File: config.mk
export PLATFORM = sky130hd
export DESIGN_NAME = apd_lane
export DESIGN_NICKNAME = d
export VERILOG_FILES = /design/src/sv/apd_pkg.sv /design/src/sv/apd_lane.sv
export SDC_FILE = /design/constraint.sdc
export NUM_CORES = 1
export LEC_CHECK = 0
export ABC_AREA = 1
export BUFFER_PORTS_ARGS = -buffer_cell sky130_fd_sc_hd__clkbuf_2
export CORE_MARGIN = 1.5
export CORE_UTILIZATION = 55
export DETAILED_ROUTE_END_ITERATION = 10
export PLACE_DENSITY = 0.95
export SLEW_MARGIN = 10
export SYNTH_ARGS = -nofsm -noshare
export SYNTH_HDL_FRONTEND = slang
export SYNTH_SLANG_ARGS = --single-unit
File: constraint.sdc
create_clock -name vclk -period 8.2
set_input_delay 1.64 -clock vclk [all_inputs]
set_output_delay 1.64 -clock vclk [all_outputs]
set_load 0.02 [all_outputs]
File: src/sv/apd_pkg.sv
package apd_pkg;

    localparam int MAX_WIDTH    = 1024;
    localparam int MAX_CHANNELS = 4;
    localparam int NUM_LANES    = 4;

    localparam int BYTE_W  = 8;
    localparam int WORD_W  = NUM_LANES * BYTE_W;
    localparam int COL_W   = $clog2(MAX_WIDTH);
    localparam int EW_W    = COL_W + 1;
    localparam int WIDTH_W = 11;
    localparam int CHAN_W  = 3;
    localparam int IDX_W   = 2;
    localparam int DATA_W  = 11;

    localparam logic [IDX_W-1:0]   REG_IMAGE_WIDTH   = IDX_W'(0);
    localparam logic [IDX_W-1:0]   REG_CHANNEL_COUNT = IDX_W'(1);
    localparam logic [WIDTH_W-1:0] WIDTH_RESET       = WIDTH_W'(1024);
    localparam logic [CHAN_W-1:0]  CHAN_RESET        = CHAN_W'(3);

    typedef enum logic [1:0] {
        PRED_NONE,
        PRED_LEFT,
        PRED_ABOVE,
        PRED_AVG
    } t_pred;

    typedef logic [BYTE_W-1:0] t_byte;

endpackage

File: src/sv/apd_lane.sv
module apd_lane (
    input  apd_pkg::t_byte i_residual,
    input  apd_pkg::t_byte i_above,
    input  apd_pkg::t_byte i_left,
    input  apd_pkg::t_pred i_mode,
    input  logic           i_active,
    output apd_pkg::t_byte o_pixel
);
    import apd_pkg::*;

    logic [BYTE_W:0] sum;
    t_byte           pred;
    t_byte           value;

    assign sum = {1'b0, i_above} + {1'b0, i_left};

    always_comb begin
        case (i_mode)
            PRED_NONE:  pred = '0;
            PRED_LEFT:  pred = i_left;
            PRED_ABOVE: pred = i_above;
            PRED_AVG:   pred = sum[BYTE_W:1];
            default:    pred = '0;
        endcase
    end

    assign value   = i_residual + pred;
    assign o_pixel = i_active ? value : '0;
endmodule

==> metrics <==
outcome finished clean; Worst Setup SP i_above[0]; Crit Path Max Fanout 5; fin worst setup slack 2.52 ns; Core Area 1320 um^2; register area share after synthesis 0; Pleak 0.623 nW; setup TNS 0 ns; largest net degree at the start of global routing 9; initial antenna violation count 0; MaxCap Viol Count 0; RSZ-0062 raised after global routing no; Seq. cell area 0 um^2; Core Rows 13; Power Total 0.0795 mW; HP Start i_active; Area Overhead vs Synth 24.4%; Pwr Density 80.5 nW/um^2; WHS Path Cells 4; Die Footprint 1680 um^2; Syn Nets 188; fmax 176 MHz; Crit. End Element output port; number of I/O port buffers 35; final instance area 987 um^2; fin crit period 5.68 ns; Post-DP HPWL 1850 um; Antenna diodes 0; CP required 6.56 ns; layout cells sized above 1 0.222; top post-synthesis cells by area nand2_1 24%, ha_1 22%, a21oi_1 9.5%; Core Util, Final 0.749; seq_cells 0; fin. max-slew vios 0; vias in the first global route 860; clock buffers 0; vias 1,103; IO Pins 35; crit start category primary input; global-route wire length before repair 3130 um; Worst EP arrival 4.04 ns; critical path type primary input to output port; Post-Place Setup Slack 2.51 ns; Post-CTS Hold Buffers 0; Synth Warn # 0; # setup viols final 0; commonest non-fill, non-tap cell in the layout nand2_1; Horiz. Die Dim 41.0 um; First-pass DRT Iterations 4; Initial Util 0.602; Max rail drop VDD 40.4 uV; postcts setup bufs 0; Layout Nets 225; Avg Synthesized Cell Area 5.47 um^2; Rel. slew slack 0.816; final global-route overflow total 0; CTS resizes 0; GPL Wtd Cong 0.888; chip height 41.0 um; Post-Syn Instances 145; via-per-instance ratio 5.66; Yosys top cell by area nand2_1; Post-route DRC 0; actual slew at the worst max-slew pin 0.272 ns; Wirelength per Cell 10.6 um; gr usage total 0.264; ANT nets after route 0; Iter 0 DRT Violations 32; most frequent cells in the layout 50 x nand2_1, 35 x clkbuf_2, 18 x inv_1; HP Class primary input to output port; Fin. Hold Viols 0; area of the mapped netlist 793 um^2; Synth cell types 21; period utilization 0.693; Endpoint, Worst Hold o_pixel[6]; total length of routed wires 2070 um; Synth top area share 0.237; Area after DPL 987 um^2
-- layer usage --
metal | wire length, um | GRT usage | vias to the layer above | share of wire
met3 | 144 | 0.0163 | 4 | 0.069
li1 | - | - | 557 | -
met4 | 19 | 0.0500 | 0 | 0.0092
met2 | 1050 | 0.527 | 52 | 0.51
met1 | 858 | 0.297 | 490 | 0.41
met5 | 0 | 0 | - | 0
-- cell usage after synthesis --
cell	instances
or2_1	1
ha_1	14
nor2_1	9
fa_1	2
nand3b_1	1
o211ai_1	1
nand2_2	1
o311ai_1	1
o21ai_0	8
o21ai_2	1
a21oi_1	15
nand4_1	1
inv_1	18
a22o_1	2
nand3_1	12
o21bai_1	1
o21ai_1	1
inv_2	3
xor2_1	1
a31oi_1	2
nand2_1	50
-- worst max path at each step --
stage / to / slack (ns) / depth (start not counted)
floorplan: o_pixel[6] / 2.87 / 15
global placement: o_pixel[6] / 2.65 / 17
detailed placement: o_pixel[6] / 2.51 / 16
CTS: o_pixel[6] / 2.51 / 16
global route: o_pixel[6] / 2.31 / 16
finish: o_pixel[6] / 2.52 / 16
-- report_power, final --
| group | total [mW] | switching (mW) | internal (mW) |
|---|---|---|---|
| Sequential | 0 | 0 | 0 |
| Combinational | 0.0795 | 0.0486 | 0.0309 |
| Clock | 0 | 0 | 0 |
| Total | 0.0795 | 0.0486 | 0.0309 |
-- kinds of logic (layout without fill, tap and decap cells) --
| kind of cell | count (synthesis) | count (layout) | share of synthesized area |
|---|---|---|---|
| AO/OA/AOI/OAI | 32 | 32 | 0.230 |
| AND/OR/NAND/NOR | 75 | 75 | 0.388 |
| buffers and inverters | 21 | 56 | 0.0994 |
| adder cells (fa/ha/maj) | 16 | 16 | 0.271 |
| XOR/XNOR | 1 | 1 | 0.0110 |
-- cell type report --
class,count,area (um^2)
Fill cell,117,330
Inverter,21,78.8
Multi-Input combinational cell,124,714
Tap cell,15,18.8
Timing Repair Buffer,35,175
-- through the flow --
step | std cells | hold WS [ns]
6_report | 195 | 3.68
5_1_grt | 195 | 3.71
4_1_cts | 195 | 3.68
3_5_place_dp | 195 | 3.68
3_3_place_gp | 195 | 3.67
2_1_floorplan | 145 | 3.40
-- worst max-delay path: stages --
cell and delay (ns):
clkbuf_2 0.09, nand2_1 0.11, inv_1 0.06, fa_1 0.41, nand3_1 0.12, a31oi_1 0.09, o311ai_1 0.27, ha_1 0.34
a21oi_1 0.19, nand2_1 0.10, nand2_1 0.07, nand2_1 0.05, a21oi_1 0.15, xor2_1 0.15, nor2_1 0.05, clkbuf_2 0.14
Note: power is estimated with default switching activity, not from simulation.
