[src/sv/apd_pkg.sv]
package apd_pkg;

    localparam int MAX_WIDTH    = 1024;
    localparam int MAX_CHANNELS = 4;
    localparam int NUM_LANES    = 4;

    localparam int BYTE_W  = 8;
    localparam int WORD_W  = NUM_LANES * BYTE_W;
    localparam int COL_W   = $clog2(MAX_WIDTH);
    localparam int EW_W    = COL_W + 1;
    localparam int WIDTH_W = 11;
    localparam int CHAN_W  = 3;
    localparam int IDX_W   = 2;
    localparam int DATA_W  = 11;

    localparam logic [IDX_W-1:0]   REG_IMAGE_WIDTH   = IDX_W'(0);
    localparam logic [IDX_W-1:0]   REG_CHANNEL_COUNT = IDX_W'(1);
    localparam logic [WIDTH_W-1:0] WIDTH_RESET       = WIDTH_W'(1024);
    localparam logic [CHAN_W-1:0]  CHAN_RESET        = CHAN_W'(3);

    typedef enum logic [1:0] {
        PRED_NONE,
        PRED_LEFT,
        PRED_ABOVE,
        PRED_AVG
    } t_pred;

    typedef logic [BYTE_W-1:0] t_byte;

endpackage

[src/sv/apd_merge.sv]
module apd_merge (
    input  apd_pkg::t_byte              i_lane [apd_pkg::NUM_LANES],
    input  logic [apd_pkg::CHAN_W-1:0]  i_chans,
    output logic [apd_pkg::WORD_W-1:0]  o_word,
    output apd_pkg::t_byte              o_pixel [apd_pkg::NUM_LANES]
);
    import apd_pkg::*;

    logic swap;

    assign swap = (i_chans >= CHAN_W'(3));

    always_comb begin
        for (int c = 0; c < NUM_LANES; c++) begin
            o_word[c*BYTE_W +: BYTE_W] = i_lane[c];
            o_pixel[c]                 = i_lane[c];
        end
        if (swap) begin
            o_pixel[0] = i_lane[2];
            o_pixel[2] = i_lane[0];
        end
    end
endmodule

[config.mk]
export PLATFORM = sky130hd
export DESIGN_NAME = apd_merge
export DESIGN_NICKNAME = d
export VERILOG_FILES = /design/src/sv/apd_pkg.sv /design/src/sv/apd_merge.sv
export SDC_FILE = /design/constraint.sdc
export NUM_CORES = 1
export LEC_CHECK = 0
export BUFFER_PORTS_ARGS = -buffer_cell sky130_fd_sc_hd__buf_2
export CELL_PAD_IN_SITES_DETAIL_PLACEMENT = 0
export CELL_PAD_IN_SITES_GLOBAL_PLACEMENT = 1
export CORE_MARGIN = 8
export CORE_UTILIZATION = 18
export DETAILED_ROUTE_END_ITERATION = 10
export PLACE_DENSITY = 0.93
export SLEW_MARGIN = 20
export SYNTH_ARGS = -nofsm -noshare
export SYNTH_HDL_FRONTEND = slang
export SYNTH_SLANG_ARGS = --single-unit
[constraint.sdc]
create_clock -name vclk -period 1.29
set_input_delay 0.258 -clock vclk [all_inputs]
set_output_delay 0.258 -clock vclk [all_outputs]
set_load 0.005 [all_outputs]
==> results of run 1 <==
==> per-stage QoR <==
stage          hold slack [ps]  std cells  power (W)  area [um2]  setup TNS [ps]
5_1_grt                    516        118   0.000320         726           -2310
6_report                   516        118   0.000299         726           -1800
2_1_floorplan              597         66   0.000215         614               0
3_3_place_gp               516        116   0.000223         574           -1890
3_5_place_dp               516        116   0.000225         574           -2110
4_1_cts                    516        117   0.000280         681           -1740
==> routing by layer <==
layer  vias to the layer above  global-route usage, %  part of all wire (%)  wire length (um)
met5                         -                      0                     0                 0
li1                        179                      -                     -                 -
met3                        13                   1.08                    16               274
met1                       175                   5.40                    35               601
met2                        53                   10.1                    46               791
met4                         0                   1.96                   2.3                40
==> critical path, delay by kind of cell <==
family                 cells  cell delay, ps
AOI/OAI and AO/OA          1             200
buffers and inverters      4             440
muxes                      1             290
==> area by class of cell <==
class | instances | area, um2 | share of cell area, %
Multi-Input combinational cell | 17 | 256 | 35.3
Tap cell | 46 | 57.6 | 7.93
Timing Repair Buffer | 55 | 412 | 56.7
==> cells in the mapped netlist <==
| cell type | number |
|---|---|
| mux2_4 | 10 |
| a21oi_4 | 1 |
| buf_12 | 1 |
| buf_4 | 48 |
| mux2_2 | 6 |
==> worst min-delay path by stage <==
stage	start	to	slack (ps)	cells after the start
after floorplan	i_lane[0]	o_pixel[0]	600	1
after global placement	i_lane[20]	o_pixel[20]	520	0
after detailed placement	i_lane[20]	o_pixel[20]	520	0
after CTS	i_lane[20]	o_pixel[20]	520	0
after global routing	i_lane[16]	o_pixel[16]	520	0
final	i_lane[2]	o_pixel[2]	520	0
==> kinds of logic (layout without fill, tap and decap cells) <==
family / Yosys count / count (layout) / synth area share (%)
compound gates: 1 / 1 / 2.65
buf+inv: 49 / 55 / 61.9
mux: 16 / 16 / 35.4
==> power by group <==
| part | internal (W) | switching, W |
|---|---|---|
| Clock | 0 | 0 |
| Sequential | 0 | 0 |
| Combinational | 0.000196 | 0.000103 |
==> repair_timing <==
item                       4_1_cts  5_1_grt
setup endpoints to repair       16       16
resized for setup               17        8
setup buffers                    1        1
==> results.py, run 1 <==
metrics = {
    "final_layout": {
        "postLayoutCoreUtil_pct": 21.9,
        "nFillCells": 377,
        "drive_gt1_share_pct": 100,
        "fin_nets": 109,
        "syn2layout_area_growth_pct": 18.1,
        "num_antenna_cells": 0,
        "seqCellArea_um2": 0,
        "final_common_cell": "buf_2",
        "seq_cells": 0,
        "n_clock_buffer": 0,
        "most-common-layout-cells": "buf_2, buf_6, mux2_4",
    },
    "floorplanning": {
        "die_y_um": 74.4,
        "core_area_um2": 3310,
        "die_w_um": 74.4,
        "rows": 21,
        "start_util_pct": 18.6,
        "io_pins": 99,
        "die_area_um2": 5540,
    },
    "route": {
        "viasPerCell": 3.56,
        "drtIter0Drc": 2,
        "wl_per_cell_um": 14.5,
        "ant_nets": 0,
        "drc_errors": 0,
        "via_count": 420,
        "dr.pass1.iters": 2,
        "finalWirelength_um": 1710,
    },
    "worst_setup_path": {
        "critPathSlowestCell": "mux2_4",
        "startpoint": "i_chans[1]",
        "path_max_fanout": 3,
        "endpoint": "o_pixel[31]",
        "criticalPathCategory": "input pin to output pin",
        "arrival_ps": 1180,
        "end_kind": "output pin",
        "cp.required_ps": 1030,
        "crit_path_start_kind": "input pin",
        "critPathMostFrequentCell": "buf_6",
        "slowest_delay_ps": 290,
        "crit_path_cell_trace": "buf_6 > a21oi_4 > buf_4 > buf_6 > mux2_4 > buf_6",
    },
    "status": {
        "violations": "negative setup slack",
        "status": "finished with violations",
    },
    "yosys": {
        "syn_inst": 66,
        "ys_warn_count": 0,
        "yosys-top-cells-area": "buf_4, mux2_4, mux2_2",
        "yosysSeqAreaShare_pct": 0,
        "syn_nets": 101,
        "syn_area_per_cell_um2": 9.31,
        "synth_top_area_share_pct": 58.7,
        "ys_types": 5,
        "yosysTopAreaCell": "buf_4",
        "netlist_area_um2": 614,
    },
    "sta": {
        "final.min_clock_period_ps": 1440,
        "finalCritPeriodShare_pct": 112,
        "maxSlewHeadroom_pct": 87.8,
        "drv_slew": 0,
        "worst_slack_ps": -152,
        "grt_setup_unrepaired": "true",
        "worst_pin_slew_ps": 182,
        "max_freq_mhz": 694,
        "setup_viol": 16,
        "final-hold-violation-count": 0,
    },
    "flow_run": {
        "maxCapViolCount": 0,
    },
    "pwr": {
        "max-vdd-ir-drop_v": 0.000166,
        "p_leak_nw": 0.392,
        "power_density_nw_per_um2": 412,
    },
    "placement": {
        "gp_congestion": 0.670,
        "portBuffers": 51,
        "dp_slack_ps": -163,
        "place_hpwl_um": 1470,
    },
    "global_routing": {
        "grt_pass1_vias": 508,
        "grt_pass1_wl_um": 2360,
        "grt_usage_pct": 5.26,
        "grt_max_degree": 12,
        "overflow": 0,
        "antenna_found_initial": 0,
    },
    "cts": {
        "hold_buffers": 0,
    },
    "min_path": {
        "min_path_type": "input pin to output pin",
    },
}
(Power assumes the default switching activity.)
==> run 2: changes to the inputs <==
Settings changed: CORE_ASPECT_RATIO set to 1.75.
==> results.py, run 2 (same netlist as run 1, synthesis figures left out) <==
metrics = {
    "worst_setup_path": {
        "crit_path_start_kind": "input pin",
        "slowest_delay_ps": 340,
        "path_max_fanout": 16,
        "end_kind": "output pin",
        "criticalPathCategory": "input pin to output pin",
        "arrival_ps": 1150,
        "startpoint": "i_chans[1]",
        "cp.required_ps": 1030,
        "crit_path_cell_trace": "buf_6 > a21oi_4 > buf_12 > mux2_2 > buf_2",
        "critPathSlowestCell": "mux2_2",
    },
    "status": {
        "status": "finished with violations",
        "violations": "negative setup slack",
    },
    "final_layout": {
        "syn2layout_area_growth_pct": 6.52,
        "fin_cells": 114,
        "fin_nets": 106,
        "nFillCells": 365,
        "most-common-layout-cells": "buf_2, buf_6, mux2_4",
        "num_antenna_cells": 0,
        "seqCellArea_um2": 0,
        "final_common_cell": "buf_2",
        "drive_gt1_share_pct": 100,
        "stdcell_area_um2": 654,
        "seq_cells": 0,
        "n_clock_buffer": 0,
    },
    "sta": {
        "maxSlewHeadroom_pct": 91.5,
        "hold_slack_ps": 516,
        "setup_viol": 16,
        "final-hold-violation-count": 0,
        "worst_pin_slew_ps": 128,
        "grt_setup_unrepaired": "true",
        "final.min_clock_period_ps": 1410,
        "worst_slack_ps": -122,
        "finalCritPeriodShare_pct": 109,
        "max_freq_mhz": 708,
        "fin_setup_tns_ps": -1570,
        "drv_slew": 0,
    },
    "placement": {
        "place_inst": 114,
        "place_hpwl_um": 1320,
        "postPlaceCellArea_um2": 566,
        "gp_congestion": 0.652,
        "portBuffers": 51,
        "dp_slack_ps": -149,
    },
    "floorplanning": {
        "die_w_um": 60.2,
        "io_pins": 99,
        "start_util_pct": 18.5,
        "die_y_um": 93.3,
        "core_area_um2": 3330,
        "die_area_um2": 5610,
        "rows": 28,
    },
    "pwr": {
        "max-vdd-ir-drop_v": 0.000166,
        "switching_power_w": 0.0000918,
        "p_seq_share_pct": 0,
        "sw_frac_of_total_pct": 35.3,
        "power_density_nw_per_um2": 397,
        "clockPowerShare_pct": 0,
        "p_int_w": 0.000168,
        "p_comb_share_pct": 100.0,
        "p_leak_nw": 0.350,
    },
    "global_routing": {
        "grt_pass1_vias": 492,
        "overflow": 0,
        "grt_max_degree": 17,
        "grt_pass1_wl_um": 2240,
        "grt_usage_pct": 4.88,
        "antenna_found_initial": 0,
    },
    "route": {
        "drtIter0Drc": 2,
        "wl_per_cell_um": 13.7,
        "drc_errors": 0,
        "finalWirelength_um": 1560,
        "ant_nets": 0,
        "via_count": 410,
        "dr.pass1.iters": 2,
        "viasPerCell": 3.60,
    },
    "cts": {
        "hold_buffers": 0,
    },
    "flow_run": {
        "maxCapViolCount": 0,
    },
    "min_path": {
        "hold_start": "i_lane[1]",
        "min_path_type": "input pin to output pin",
    },
}
run 2: metal layers:
metal / vias to the layer above / GRT usage (%) / wire length, um / part of all wire (%)
met4: 0 / 3.21 / 93 / 6.0
li1: 173 / - / - / -
met1: 166 / 4.48 / 550 / 35
met5: - / 0 / 0 / 0
met3: 17 / 2.34 / 297 / 19
met2: 54 / 8.15 / 617 / 40
run 2: worst max-delay path, delay by kind of cell:
kind            cells  cell delay [ps]
compound gates      1              150
buf+inv             3              410
mux                 1              340
run 2: final timing paths:
kind | cells past startpoint | slack, ps | to
worst max-delay path | 5 | -120 | o_pixel[31]
worst min-delay path | 0 | 520 | o_pixel[1]
run 2: power by group through the flow:
stage | Sequential (W) | Combinational [W] | Clock, W
after global placement | 0 | 0.000214 | 0
after detailed placement | 0 | 0.000215 | 0
after CTS | 0 | 0.000254 | 0
after floorplan | 0 | 0.000215 | 0
after global routing | 0 | 0.000282 | 0
final | 0 | 0.000260 | 0
run 2: timing repair:
item,in CTS,in global routing
gates resized for setup,11,4
endpoints found under the setup margin,16,16
gates cloned,0,0
setup buffers,0,0
run 2: metrics by stage:
step | utilization, % | power, W
floorplan | - | 0.000215
global placement | 17.0 | 0.000214
detailed placement | 17.0 | 0.000215
CTS | 19.1 | 0.000254
global route | 19.7 | 0.000282
finish | 19.7 | 0.000260
run 2: cell type report:
class	count	area, um2	share of cell area [%]
repair buffers	52	357	54.5
multi-input cells	17	241	36.9
well taps	45	56.3	8.60
==> run 3: changes to the inputs <==
Settings changed: RECOVER_POWER set to 100.
==> results.py, run 3 (same netlist as run 1, synthesis figures left out) <==
metrics = {
    "pwr": {
        "power_density_nw_per_um2": 401,
        "p_int_w": 0.000162,
        "p_leak_nw": 0.306,
        "clockPowerShare_pct": 0,
        "p_seq_share_pct": 0,
        "max-vdd-ir-drop_v": 0.000163,
        "p_comb_share_pct": 100.0,
        "switching_power_w": 0.0000926,
        "sw_frac_of_total_pct": 36.4,
        "p_total_w": 0.000254,
    },
    "sta": {
        "finalCritPeriodShare_pct": 109,
        "grt_setup_unrepaired": "true",
        "worst_slack_ps": -121,
        "max_freq_mhz": 708,
        "maxSlewHeadroom_pct": 91.5,
        "drv_slew": 0,
        "worst_pin_slew_ps": 128,
        "final.min_clock_period_ps": 1410,
        "final-hold-violation-count": 0,
        "setup_viol": 16,
    },
    "status": {
        "status": "finished with violations",
        "violations": "negative setup slack",
    },
    "final_layout": {
        "nFillCells": 374,
        "drive_gt1_share_pct": 76.8,
        "fin_nets": 106,
        "num_antenna_cells": 0,
        "seq_cells": 0,
        "syn2layout_area_growth_pct": 3.26,
        "final_common_cell": "buf_2",
        "fin_cells": 114,
        "seqCellArea_um2": 0,
        "most-common-layout-cells": "buf_2, clkbuf_1, buf_6",
        "n_clock_buffer": 0,
    },
    "global_routing": {
        "grt_pass1_wl_um": 2240,
        "grt_pass1_vias": 492,
        "overflow": 0,
        "grt_max_degree": 17,
        "antenna_found_initial": 0,
        "grt_usage_pct": 4.88,
    },
    "worst_setup_path": {
        "cp.required_ps": 1030,
        "criticalPathCategory": "input pin to output pin",
        "crit_path_start_kind": "input pin",
        "path_max_fanout": 16,
        "arrival_ps": 1150,
        "end_kind": "output pin",
    },
    "route": {
        "finalWirelength_um": 1570,
        "dr.pass1.iters": 2,
        "drtIter0Drc": 1,
        "viasPerCell": 3.55,
        "drc_errors": 0,
        "ant_nets": 0,
        "via_count": 405,
        "wl_per_cell_um": 13.7,
    },
    "floorplanning": {
        "die_area_um2": 5610,
        "start_util_pct": 18.5,
        "die_w_um": 60.2,
        "core_area_um2": 3330,
        "io_pins": 99,
        "rows": 28,
        "die_y_um": 93.3,
    },
    "placement": {
        "place_hpwl_um": 1320,
        "portBuffers": 51,
        "gp_congestion": 0.652,
        "place_inst": 114,
    },
    "min_path": {
        "min_path_type": "input pin to output pin",
    },
    "flow_run": {
        "maxCapViolCount": 0,
    },
}
==> run 3: cell types whose count changed in the layout (fill, tap and decap cells not counted), sizes merged <==
cell and change:
buf -16, clkbuf +16
==> run 3: critical path, cell delays in order <==
cell and delay (ps):
buf_6 100, a21oi_4 150, buf_12 180, mux2_2 340, buf_2 130
==> run 3: metrics by stage <==
step | hold slack, ps | util, % | TNS [ps] | setup WS, ps | cell area, um2
floorplan | 597 | - | 0 | 61.6 | 614
global placement | 516 | 17.0 | -1880 | -144 | 566
detailed placement | 516 | 17.0 | -2010 | -149 | 566
CTS | 516 | 19.1 | -1620 | -125 | 634
global route | 516 | 19.1 | -2150 | -159 | 634
finish | 516 | 19.1 | -1560 | -121 | 634
==> run 3: path summary, 6_finish.rpt <==
check,from,endpoint,cells past startpoint,slack [ps]
setup / recovery,i_chans[1],o_pixel[31],5,-120
hold / removal,i_lane[1],o_pixel[1],0,520
==> run 3: timing repair <==
action | in CTS | in global routing
pin swaps | 0 | 0
hold endpoints to repair | 0 | 0
gates resized for setup | 11 | 4
hold buffers | 0 | 0
buffers inserted | 0 | 0
setup endpoints to repair | 16 | 16
cloned | 0 | 0
==> run 3: area by class of cell <==
cell class	count	area, um2	area share, %
multi-input cells	17	241	38.1
well taps	45	56.3	8.88
repair buffers	52	337	53.1
==> run 3: power groups by stage <==
stage | Combinational [W] | Sequential [W] | Clock (W)
after CTS | 0.000254 | 0 | 0
after global placement | 0.000214 | 0 | 0
after global routing | 0.000275 | 0 | 0
after floorplan | 0.000215 | 0 | 0
after detailed placement | 0.000215 | 0 | 0
final | 0.000254 | 0 | 0
==> run 3: per-layer routing <==
metal / up-vias / GRT usage (%) / wire [um]
met1: 161 / 4.48 / 571
met2: 54 / 8.15 / 616
met5: - / 0 / 0
met3: 17 / 2.34 / 284
li1: 173 / - / -
met4: 0 / 3.21 / 93
